<file path="config.mk">
export PLATFORM = sky130hd
export DESIGN_NAME = gcdb_ctrl
export DESIGN_NICKNAME = d
export VERILOG_FILES = /design/src/hw/rtl/gcdb_pkg.sv /design/src/hw/rtl/gcdb_ctrl.sv
export SDC_FILE = /design/constraint.sdc
export NUM_CORES = 1
export LEC_CHECK = 0
export ABC_AREA = 1
export BUFFER_PORTS_ARGS = -buffer_cell sky130_fd_sc_hd__buf_4
export CORE_UTILIZATION = 35
export CTS_CLUSTER_SIZE = 12
export DETAILED_ROUTE_END_ITERATION = 10
export SETUP_SLACK_MARGIN = 0.2
export SLEW_MARGIN = 15
export SYNTH_ARGS = -nofsm -noshare
export SYNTH_HDL_FRONTEND = slang
export SYNTH_SLANG_ARGS = --single-unit
</file>
<file path="constraint.sdc">
create_clock -name clk_i -period 2.4 [get_ports clk_i]
set_input_delay 0.12 -clock clk_i [delete_from_list [all_inputs] [get_ports clk_i]]
set_output_delay 0.12 -clock clk_i [all_outputs]
set_load 0.02 [all_outputs]
</file>
<file path="src/hw/rtl/gcdb_pkg.sv">
// types, constants and tables of the distance and bearing unit
// no dependencies
package gcdb_pkg;

  localparam int CORDIC_STEPS = 24;
  localparam int STEP_W = $clog2(CORDIC_STEPS + 1);
  localparam int IDX_W = $clog2(CORDIC_STEPS);
  localparam int DP_W = 36;
  localparam int MUL_W = 33;
  localparam int PROD_W = 2 * MUL_W;
  localparam int RADIUS_W = 23;
  localparam int DIST_W = 25;
  localparam int ROOT_W = 32;
  localparam int RAD_W = 64;
  localparam int SQ_STEPS = 32;
  localparam int SQ_CNT_W = 5;
  localparam int ADDR_W = 3;

  localparam logic signed [DP_W-1:0] GAIN_Q30 = 36'sd652032874;
  localparam logic signed [DP_W-1:0] PI_Q30 = 36'sd3373259426;
  localparam logic signed [DP_W-1:0] TWO_PI_Q30 = 36'sd6746518852;
  localparam logic signed [DP_W-1:0] HALF_PI_Q30 = 36'sd1686629713;
  localparam logic signed [DP_W-1:0] Q30_ONE = 36'sd1073741824;
  localparam logic [31:0] TWO_PI_Q29 = 32'd3373259426;
  localparam logic [DIST_W-1:0] DIST_MAX = 25'd20106193;
  localparam logic [RADIUS_W-1:0] RADIUS_RESET = 23'd6371000;
  localparam logic REG_RADIUS = 1'b0;

  typedef enum logic {
    REQ_FIX   = 1'b0,
    REQ_QUERY = 1'b1
  } req_e;

  typedef enum logic [4:0] {
    OP_SC_DLAT,
    OP_SC_DLON,
    OP_SC_LAT,
    OP_SC_FLAT,
    OP_SC_DLON2,
    OP_MUL_S1S1,
    OP_MUL_CC,
    OP_MUL_S2S2,
    OP_MUL_A,
    OP_SQRT_A,
    OP_SQRT_B,
    OP_ATAN_C,
    OP_MUL_DIST,
    OP_MUL_BY,
    OP_MUL_CS,
    OP_MUL_SC,
    OP_MUL_BX,
    OP_ATAN_B,
    OP_NORM_B,
    OP_ROUND_B
  } op_e;

  localparam op_e OP_FIRST = OP_SC_DLAT;
  localparam op_e OP_LAST = OP_ROUND_B;

  typedef enum logic [1:0] {
    U_CORDIC,
    U_SQRT,
    U_MUL,
    U_ALU
  } unit_e;

  typedef enum logic [1:0] {
    CT_IDLE,
    CT_ISSUE,
    CT_WAIT,
    CT_HOLD
  } ctrl_st_e;

  typedef enum logic [2:0] {
    CR_IDLE,
    CR_WRAP,
    CR_FOLD,
    CR_QUAD,
    CR_ITER,
    CR_POST,
    CR_DONE
  } cordic_st_e;

  typedef enum logic [1:0] {
    SQ_IDLE,
    SQ_RUN,
    SQ_DONE
  } sqrt_st_e;

  typedef struct packed {
    logic               req_type;
    logic signed [31:0] point_latitude;
    logic signed [31:0] point_longitude;
    logic [31:0]        fix_vertical_accuracy_mm;
  } in_word_t;

  typedef struct packed {
    logic [DIST_W-1:0] distance_m;
    logic [31:0]       bearing;
    logic [31:0]       accuracy_mm;
  } out_word_t;

  typedef struct packed {
    logic load_fix;
    logic load_query;
    logic start;
    op_e  op;
    logic load_out;
  } dp_cmd_t;

  typedef struct packed {
    logic done;
  } dp_status_t;

  function automatic logic [29:0] atan_entry(input logic [4:0] idx);
    logic [29:0] v;
    unique case (idx)
      5'd0:  v = 30'd843314857;
      5'd1:  v = 30'd497837829;
      5'd2:  v = 30'd263043837;
      5'd3:  v = 30'd133525159;
      5'd4:  v = 30'd67021687;
      5'd5:  v = 30'd33543516;
      5'd6:  v = 30'd16775851;
      5'd7:  v = 30'd8388437;
      5'd8:  v = 30'd4194283;
      5'd9:  v = 30'd2097149;
      5'd10: v = 30'd1048576;
      5'd11: v = 30'd524288;
      5'd12: v = 30'd262144;
      5'd13: v = 30'd131072;
      5'd14: v = 30'd65536;
      5'd15: v = 30'd32768;
      5'd16: v = 30'd16384;
      5'd17: v = 30'd8192;
      5'd18: v = 30'd4096;
      5'd19: v = 30'd2048;
      5'd20: v = 30'd1024;
      5'd21: v = 30'd512;
      5'd22: v = 30'd256;
      5'd23: v = 30'd128;
      5'd24: v = 30'd64;
      5'd25: v = 30'd32;
      5'd26: v = 30'd16;
      5'd27: v = 30'd8;
      5'd28: v = 30'd4;
      5'd29: v = 30'd2;
      5'd30: v = 30'd1;
      default: v = 30'd0;
    endcase
    return v;
  endfunction

endpackage

</file>
<file path="src/hw/rtl/gcdb_ctrl.sv">
// controller: input handshake, step sequencer over the datapath, result word
// depends on gcdb_pkg
module gcdb_ctrl import gcdb_pkg::*; (
  input  logic       clk_i,
  input  logic       rst_ni,
  input  logic       in_valid_i,
  output logic       in_ready_o,
  input  logic       req_type_i,
  output logic       out_valid_o,
  input  logic       out_ready_i,
  input  dp_status_t status_i,
  output dp_cmd_t    cmd_o
);

  ctrl_st_e state_q, state_d;
  op_e pc_q;
  logic out_valid_q, accept, out_free;

  always_comb begin
    state_d = state_q;
    unique case (state_q)
      CT_IDLE:  if (accept && req_type_i == REQ_QUERY) state_d = CT_ISSUE;
      CT_ISSUE: state_d = CT_WAIT;
      CT_WAIT: begin
        if (status_i.done) state_d = (pc_q == OP_LAST) ? CT_HOLD : CT_ISSUE;
      end
      CT_HOLD:  if (out_free) state_d = CT_IDLE;
      default:  state_d = CT_IDLE;
    endcase
  end

  always_comb begin
    in_ready_o = (state_q == CT_IDLE);
    accept = in_valid_i && in_ready_o;
    out_free = !out_valid_q || out_ready_i;
    cmd_o.load_fix = accept && req_type_i == REQ_FIX;
    cmd_o.load_query = accept && req_type_i == REQ_QUERY;
    cmd_o.start = (state_q == CT_ISSUE);
    cmd_o.op = pc_q;
    cmd_o.load_out = (state_q == CT_HOLD) && out_free;
    out_valid_o = out_valid_q;
  end

  always_ff @(posedge clk_i or negedge rst_ni) begin
    if (!rst_ni) begin
      state_q     <= CT_IDLE;
      pc_q        <= OP_FIRST;
      out_valid_q <= 1'b0;
    end else begin
      state_q <= state_d;
      if (state_q == CT_IDLE) pc_q <= OP_FIRST;
      else if (state_q == CT_WAIT && status_i.done && pc_q != OP_LAST) pc_q <= op_e'(pc_q + 1'b1);
      if (cmd_o.load_out) out_valid_q <= 1'b1;
      else if (out_ready_i) out_valid_q <= 1'b0;
    end
  end

endmodule

</file>
### Yosys cells after proc, flatten, opt, wreduce, memory -nomap -nowiden

Index checks and enable logic that the tools add are counted.
W data, S select, Z words.

| word-level totals | value |
|---|---|
| flip-flop bits (word level) | 8 |
| bits in latches | 0 |
| RAM bits | 0 |
| bits in read-only memories | 0 |
| bits of input ports | 6 |
| output and inout port bits | 11 |
| word-level logic and storage cells | 34 |
| memories | 0 |

| cells by class | value |
|---|---|
| $add $sub $neg | 1 |
| $mul | 0 |
| divide/modulo/power cells | 0 |
| $lt $le $gt $ge | 0 |
| equal/unequal tests | 8 |
| shift-type cells | 0 |
| mux-type cells | 9 |
| bitwise operators | 1 |
| reductions and logical operators | 12 |

Operators by type and width:

| operator | count |
|---|---|
| $mux W5 | 2 |
| $mux W2 | 4 |
| $pmux W2 S4 | 1 |
| $logic_and A1 B1 Y1 | 6 |
| $add A5 B1 Y5 const B | 1 |
| $eq A5 B5 Y1 const B | 1 |
| $ne A5 B5 Y1 const B | 1 |
| $eq A2 B2 Y1 const B | 2 |
| $ne A2 B2 Y1 const B | 2 |
| $reduce_bool A2 Y1 | 2 |
| $reduce_and A3 Y1 | 1 |
| $eq A2 B1 Y1 const B | 1 |
| $logic_not A2 Y1 | 1 |
| $mux W1 | 2 |
| $ne A2 B1 Y1 const B | 1 |
| $logic_not A1 Y1 | 1 |
| $logic_or A1 B1 Y1 | 1 |
| $not A1 Y1 | 1 |

### Depth between registers and ports, before layout

Gate-level depths: netlist of run 1.

| logic depth | value |
|---|---|
| depth after elaboration | 5 |
| gate-level depth with buffers | 8 |
| gate-level depth less buffers | 8 |

### Worst setup path before layout of run 1

Ideal clock, no wire load.

| timing path | value |
|---|---|
| kind | reg2reg |
| start | register pc_q[0] |
| end | register pc_q[3] |
| library setup time | 117 ps |
| data arrival time | 1,195 ps |
| required time | 2,283 ps |
| path slack | 1,087 ps |
| cell stages (with the launch flop) | 9 |
| buffers on the path | 0 |
| clock period less this slack | 1,313 ps |
| cells stage by stage | dfrtp_1 -> ha_1 -> nand2_1 -> inv_1 -> nand2_2 -> nand2_4 -> nand2_4 -> nand2_1 -> nand2_1 |

| on the way | value |
|---|---|
| longest elaborated chain between the ends | 3 |
| elaborated cells on any way between the ends | 6 |
| those cells by class | add/sub: 1; eq/ne: 1; mux: 2; reduce/logical: 2 |

Ends and longest elaborated chain:

| element | line | text |
|---|---|---|
| start, declared | gcdb_ctrl.sv:16 | `op_e pc_q;` |
| start signal, assigned | gcdb_ctrl.sv:52 | `else if (state_q == CT_WAIT && status_i.done && pc_q != OP_LAST) pc_q <= op_e'(pc_q + 1'b1);` |
| $add A5 B1 Y5 or $ne A5 B5 Y1 (tied branches) | gcdb_ctrl.sv:52 |  |
| $mux W5 or $logic_and A1 B1 Y1 (tied branches) | gcdb_ctrl.sv:52 |  |
| $mux W5 or $reduce_bool A2 Y1 (tied branches) | n/a |  |

Several ways; a longest one is shown, not always the timed one. The select of a mux whose other input is x is not followed.
A chain may end at the register's enable or synchronous reset.

==> results of run 1 <==
## routing by layer
layer,part of all wire,up-vias
met5,0,-
met4,0.041,0
met3,0.033,4
met2,0.46,15
met1,0.46,243
li1,-,268
## cell type report
cell class | count | area (µm²) | share of cell area
sequential | 8 | 200 | 0.287
inverter | 10 | 37.5 | 0.0539
timing repair buffer | 17 | 130 | 0.187
tap | 15 | 18.8 | 0.0269
multi-input combinational | 54 | 288 | 0.413
clock buffer | 3 | 22.5 | 0.0323
## metrics by stage
| stage | power [W] | worst slack [ps] | cells | instance area, µm² | hold slack (ps) |
|---|---|---|---|---|---|
| 2_1_floorplan | 0.000461 | 1090 | 73 | 531 | -176 |
| 3_3_place_gp | 0.000582 | 1150 | 103 | 664 | -54.0 |
| 3_5_place_dp | 0.000583 | 1130 | 103 | 664 | -53.3 |
| 4_1_cts | 0.000694 | 951 | 107 | 697 | 116 |
| 5_1_grt | 0.000744 | 875 | 107 | 697 | 166 |
| 6_report | 0.000686 | 964 | 107 | 697 | 122 |
## repair_timing
| item | CTS | global route |
|---|---|---|
| hold endpoints to repair | 8 | 0 |
| buffers inserted | 0 | 0 |
| hold buffers | 1 | 0 |
## final timing paths
kind	startpoint	endpoint	slack, ps	cells past startpoint
min in group asynchronous	rst_ni	pc_q[3]	220	2
worst max register to register	pc_q[0]	pc_q[4]	1120	8
worst min-delay path	out_ready_i	out_valid_o	120	4
worst max-delay path	state_q[1]	cmd_o[8]	960	6
max in group asynchronous	rst_ni	state_q[0]	2050	2
worst min register to register	out_valid_o	out_valid_o	550	2
## sequential cells by signal, summed over array words and instances, names as in the netlist
name and count:
pc_q 5, out_valid_o 1, state_q 2
## power groups by stage
stage	Sequential (W)	Combinational (W)	Clock [W]
CTS	0.000216	0.000368	0.000110
global route	0.000220	0.000405	0.000119
global placement	0.000215	0.000366	0
finish	0.000215	0.000364	0.000106
detailed placement	0.000218	0.000365	0
floorplan	0.000232	0.000229	0
## cells by family (layout without fill, tap and decap cells)
logic type,Yosys count,after routing,share of synthesized area
compound gates,3,3,0.0401
fa+ha+maj,1,1,0.0236
simple gates,49,49,0.462
xor+xnor,1,1,0.0165
flops,8,8,0.377
buf+inv,11,30,0.0802
## synthesized netlist by cell type
cell	count	area share
nor2_1	6	0.042
inv_1	7	0.050
nor2_2	2	0.024
dfrtp_1	8	0.38
a21oi_1	1	0.0094
nor2_4	1	0.021
buf_2	1	0.0094
nand4_1	4	0.047
nand3_1	9	0.085
xor2_1	1	0.017
a21oi_2	1	0.017
nand2_2	2	0.024
nand2_1	22	0.16
ha_1	1	0.024
inv_2	3	0.021
nand2_4	3	0.064
o21bai_1	1	0.014
## worst reg2reg max path, cell delays in order, from the launching register on
cell     delay [ps]
dfrtp_1         430
ha_1            250
nand2_1          70
inv_1            60
nand2_2          80
nand2_4         110
nand2_4          50
nand2_1          60
nand2_1          50
## layout by cell type, fill, tap and decap left out, drive strengths merged
master       instances
nand3                9
clkbuf               3
o21bai               1
nand2               27
buf                 16
nor2                 9
dlygate4sd3          1
nand4                4
dfrtp                8
inv                 10
ha                   1
xor2                 1
a21oi                2
==> results by group, run 1 <==
Timing
  – Final Cycle Share: 0.598
  – Slew headroom: 0.819
  – Worst-Margin Slew: around 270 ps
  – Fin. Hold Viols: 0
  – Highest Clock Rate: 697 MHz
  – Skew final: 0.814 ps
  – RSZ-0062 raised after global routing: false
  – Final setup TNS: 0 ps
  – Final setup viols: 0
  – Final Max Slew Viols: 0
  – Tmin final: between 1000 and 1500 ps

Clock network
  – Skew-Pair Late Insertion Delay: around 260 ps
  – CTS tree: built
  – # resized after CTS: 0
  – CTS Buf Count: 3
  – CTS root buf: clkbuf_4
  – Clock sink count: 8
  – Htree depth: 1
  – CTS clk-pin slew, worst paths: around 60 ps
  – Clock Path Buffers: 2

GRT
  – Initial antenna violation count: 0
  – Overflow left after global routing: 0
  – Met2 Use GR: 0.234
  – First-pass GRT wire length: between 1500 and 2000 µm
  – Vias in the first global route: ~450
  – GR Util met3: 0.0326
  – Pin count of the biggest net entering global routing: 10
  – Total Routing Usage GR: 0.170
  – Grt peak-use layer: met2
  – GR Util met1: 0.220

Die
  – IO Pins: 17
  – Num rows: 13
  – DIE AREA: ~1700 µm²
  – CORE AREA: about 1400 µm²
  – Initial Utilization: 0.393
  – Die W: approximately 41 µm
  – Chip height: between 40 and 50 µm

Power and ir drop
  – Leakage: 0.398 nW
  – Combinational power share: 0.531
  – Clk pwr share: 0.155
  – PwrDens: approximately 1000 nW/µm²
  – Register share of total power: 0.314
  – Sw Pwr: around 0.00032 W
  – Sw frac: 0.468
  – Peak supply drop: about 0.47 mV
  – Cell-internal power: approximately 0.00036 W

Setup path
  – CP bufs+invs: 3
  – Crit-path leading delay family: flip-flops
  – Max incr delay on CP: approximately 450 ps
  – CP Capture Type: output port
  – Crit-path cells: inv_2 > nand2_4 > inv_2 > nand2_1 > nor2_1 > buf_4
  – Most frequent CP cell: inv_2
  – CP max stage cell: dfrtp_1
  – CP required: about 2300 ps
  – Critical path data arrival time: 1320 ps
  – Crit-path max FO: 9
  – Crit path launch type: register
  – Setup CP Type: reg2out

Finish
  – Number of fill cells: 130
  – Fin nets: 101
  – Layout cells sized above 1: 0.337
  – Layout Area Growth over Synthesis: 31.4%
  – Ant diodes: 0
  – Finished Core Util: 0.516

Placed design
  – Gpl congestion: approximately 0.72
  – DPL Wire Length: 842 µm
  – Port Buf Inserts: 16

Synthesis
  – Cells after synthesis: between 70 and 80
  – Yosys warns: 0
  – Post-synth cell types: 17
  – Synth Net Count: 80
  – FF+latch count, synth: 8
  – Synthesized area per cell: about 7.3 µm²
  – Syn Std Cell Area: about 530 µm²
  – Register area share after synthesis: 0.377

Drt
  – Detail Route Antenna Nets: 0
  – WL/cell: between 10 and 15 µm
  – Vias per cell: roughly 5.0
  – Via count: 530
  – Initial DRT Pass Iterations: 4
  – WL final: approximately 1100 µm
  – DR iter-0 viols: 8
  – DRC: 0

Run status
  – Outcome: finished clean

Flow run
  – Max-cap viol count: 0

Worst hold path
  – Hold Path Class: in2reg
No activity file was read; power rests on OpenSTA's default activity.
==> run 2, diff against run 1 <==
Settings changed: ABC_AREA 1 to 0.
Clock period 2.4 ns to 1.15 ns, I/O delays scaled along.
==> results by group, run 2 <==
Run status
  – Outcome: complete, but fails checks (was finished clean)
  – Failing checks: negative setup slack

Timing
  – Worst-Margin Slew: 220 ps (was 271 ps)
  – Highest Clock Rate: between 700 and 800 MHz
  – Slew headroom: 0.852 (was 0.819)
  – Final Cycle Share: 1.12
  – RSZ-0062 raised after global routing: true (was false)
  – Skew final: 2.23 ps (was 0.814 ps)
  – Final setup viols: 8 (was 0)
  – Final Max Slew Viols: 0 (unchanged)
  – Final setup TNS: -763 ps (was 0 ps)
  – Final WS setup: -142 ps (was 964 ps)
  – Fin. Hold Viols: 0 (unchanged)
  – Tmin final: roughly 1300 ps

Worst hold path
  – Worst hold path cell count: 3 (was 4)
  – Hold Path Class: in2reg (unchanged)

Synthesis
  – Dominant cell type by area after synthesis: dfrtp_1 (unchanged)
  – Cells after synthesis: 51 (was 73)
  – Post-synthesis mux area share: 0 (unchanged)
  – Largest family of logic cells by synthesized area: simple AND/OR/NAND/NOR gates (unchanged)
  – Syn Std Cell Area: 475 µm² (was 531 µm²)
  – Register area share after synthesis: 0.421 (was 0.377)
  – FFs w/ async S/R, synth: 1.00 (unchanged)
  – Share of the synthesized area in the top cell type: 0.421 (was 0.377)
  – Post-synthesis xor/xnor area fraction: 0 (was 0.0165)
  – Post-synth cell types: 25 (was 17)
  – Synthesized area per cell: 9.32 µm² (was 7.27 µm²)
  – Largest cells by area after synthesis: dfrtp_1 42%, nand2_1 6.3%, nand4b_4 5.0% (was dfrtp_1 38%, nand2_1 16%, nand3_1 8.5%)
  – Post-Synth Adder-Cell Area: 0.0263 (was 0.0236)
  – EDFF count, synth: 0 (unchanged)
  – Synth top cells by count: 8 x dfrtp_1, 8 x nand2_1, 4 x a21oi_1 (was 22 x nand2_1, 9 x nand3_1, 8 x dfrtp_1)
  – Main synth FF type: dfrtp_1 (unchanged)
  – Yosys warns: 0 (unchanged)
  – FF+latch count, synth: 8 (unchanged)
  – Synth Net Count: 58 (was 80)
  – Compound-cell area share of the yosys netlist: 0.179 (was 0.0401)
  – Simple logic cell fraction of the synthesized area: 0.311 (was 0.462)

Die
  – DIE AREA: 1510 µm² (was 1680 µm²)
  – Initial Utilization: 0.401 (was 0.393)
  – Die W: 38.9 µm (was 40.9 µm)
  – Num rows: 12 (was 13)
  – CORE AREA: 1190 µm² (was 1350 µm²)
  – Chip height: 38.9 µm (was 40.9 µm)
  – IO Pins: 17 (unchanged)

Flow run
  – Max-cap viol count: 0 (unchanged)

Setup path
  – CP Capture Type: output port (unchanged)
  – Crit path launch type: register (unchanged)
  – Setup CP Type: reg2out (unchanged)
  – FF-to-FF path depth: 6 (was 8)
  – Most frequent CP cell: buf_6 (was inv_2)
  – CP max stage cell: dfrtp_2 (was dfrtp_1)
  – Critical path data arrival time: 1230 ps (was 1320 ps)
  – Max incr delay on CP: 430 ps (was 450 ps)
  – CP bufs+invs: 2 (was 3)
  – Crit-path cells: buf_6 > nor2_4 > and3_4 > buf_6 (was inv_2 > nand2_4 > inv_2 > nand2_1 > nor2_1 > buf_4)
  – R2r setup slk: -110 ps (was 1120 ps)
  – Crit-path max FO: 4 (was 9)
  – CP required: 1090 ps (was 2280 ps)
  – Crit-path leading delay family: flip-flops (unchanged)
  – Crit. path cell count: 4 (was 6)

Clock network
  – Clock sink count: 8 (unchanged)
  – CTS root buf: clkbuf_4 (unchanged)
  – CTS tree: built (unchanged)
  – CTS Buf Count: 3 (unchanged)
  – Skew-Pair Late Insertion Delay: 260 ps (about the same)
  – Htree depth: 1 (unchanged)
  – Clock Path Buffers: 2 (unchanged)
  – CTS clk-pin slew, worst paths: 60 ps (about the same)

GRT
  – First-pass GRT wire length: 2100 µm (was 1800 µm)
  – Pin count of the biggest net entering global routing: 9 (was 10)
  – GR Util met3: 0.0347 (was 0.0326)
  – Met2 Use GR: 0.354 (was 0.234)
  – Vias in the first global route: 490 (was 445)
  – Total Routing Usage GR: 0.208 (was 0.170)
  – GR Util met1: 0.248 (was 0.220)
  – Overflow left after global routing: 0 (unchanged)
  – Initial antenna violation count: 0 (unchanged)
  – Grt peak-use layer: met2 (unchanged)

Power and ir drop
  – Peak supply drop: 1.29 mV (was 0.469 mV)
  – Leakage: 0.430 nW (was 0.398 nW)
  – PwrDens: 1980 nW/µm² (was 984 nW/µm²)

Finish
  – Register name with the most flops: pc_q (unchanged)
  – Multi-input combinational cell area: 348 µm² (was 288 µm²)
  – FF/Latch Area: 205 µm² (was 200 µm²)
  – Most common cell after layout, fill and taps aside: buf_4 (was nand2_1)
  – Most frequent cells in the layout: 22 x buf_4, 12 x buf_6, 5 x nand2_1 (was 22 x nand2_1, 16 x buf_4, 9 x nand3_1)
  – Number of fill cells: 82 (was 130)
  – Max reg flops: 5 (unchanged)
  – Fin nets: 97 (was 101)
  – Ant diodes: 0 (unchanged)
  – Layout cells sized above 1: 0.697 (was 0.337)
  – Layout Area Growth over Synthesis: 95.5% (was 31.4%)

Drt
  – DR iter-0 viols: 4 (was 8)
  – Detail Route Antenna Nets: 0 (unchanged)
  – Via count: 538 (was 530)
  – Vias per cell: 5.22 (was 4.95)
  – DRC: 0 (unchanged)
  – WL final: 1370 µm (was 1110 µm)
  – WL/cell: 13.3 µm (was 10.3 µm)
  – Initial DRT Pass Iterations: 4 (unchanged)

Placed design
  – Port Buf Inserts: 16 (unchanged)
  – Pre-CTS WS: -59.6 ps (was 1130 ps)
  – Gpl congestion: 0.742 (was 0.720)
  – DPL Wire Length: 839 µm (was 842 µm)
run 2: cell count changes in the layout (fill, tap and decap cells not counted), moves of 6 or more:
| cell | previous run | this run |
|---|---|---|
| nand2_1 | 22 | 5 |
| nor2_1 | 6 | 0 |
| buf_6 | 0 | 12 |
| inv_1 | 7 | 0 |
| nand3_1 | 9 | 0 |
| buf_4 | 16 | 22 |
run 2: cell families (layout without fill, tap and decap cells):
| group | count (synthesis) | count (layout) |
|---|---|---|
| AND/OR/NAND/NOR | 24 | 24 |
| adder cells (fa/ha/maj) | 1 | 1 |
| buffers and inverters | 4 | 42 |
| flip-flops | 8 | 8 |
| AO/OA/AOI/OAI | 14 | 14 |
run 2: cell type report:
| class | count | share of cell area |
|---|---|---|
| multi-input combinational | 39 | 0.374 |
| inverter | 2 | 0.00808 |
| timing repair buffer | 36 | 0.350 |
| sequential | 8 | 0.221 |
| tap | 14 | 0.0188 |
| clock buffer | 4 | 0.0283 |
run 2: layer usage:
metal | up-vias | part of all wire | wire length [µm]
met5 | - | 0 | 0
met4 | 0 | 0.017 | 23
met3 | 3 | 0.026 | 36
met2 | 16 | 0.53 | 728
met1 | 256 | 0.42 | 581
li1 | 263 | - | -
run 2: tightest hold or removal path, cell delays in order:
cell and delay (ps):
buf_4 150, nand2_2 80, o31ai_1 60
run 2: worst paths after layout:
check                           start  endpoint
setup / recovery           state_q[1]  cmd_o[7]
hold / removal               status_i   pc_q[2]
setup reg to reg           state_q[1]   pc_q[2]
hold reg to reg               pc_q[2]   pc_q[2]
max in group asynchronous      rst_ni   pc_q[2]
min in group asynchronous      rst_ni   pc_q[1]
run 2: where the power goes:
group,internal [W],switching [W]
combinational,0.000665,0.000533
sequential,0.000346,0.0000584
clock,0.000134,0.000110
total,0.00114,0.000701
run 2: timing repair:
| item | CTS | global route |
|---|---|---|
| hold buffers | 1 | 0 |
| setup endpoints to repair | 14 | 15 |
| endpoints found under the hold margin | 8 | 0 |
| buffers inserted | 9 | 2 |
| resized for setup | 26 | 7 |
| pin swaps | 5 | 4 |
run 2: stage by stage:
stage / hold WS [ps] / instance area [µm²] / instances / power (W) / utilization
floorplan: -238 / 508 / 51 / 0.000844 / -
global placement: -116 / 683 / 87 / 0.00113 / 0.576
detailed placement: -118 / 683 / 87 / 0.00113 / 0.576
CTS: 103 / 881 / 101 / 0.00171 / 0.743
global route: 139 / 930 / 103 / 0.00195 / 0.784
finish: 112 / 930 / 103 / 0.00185 / 0.784
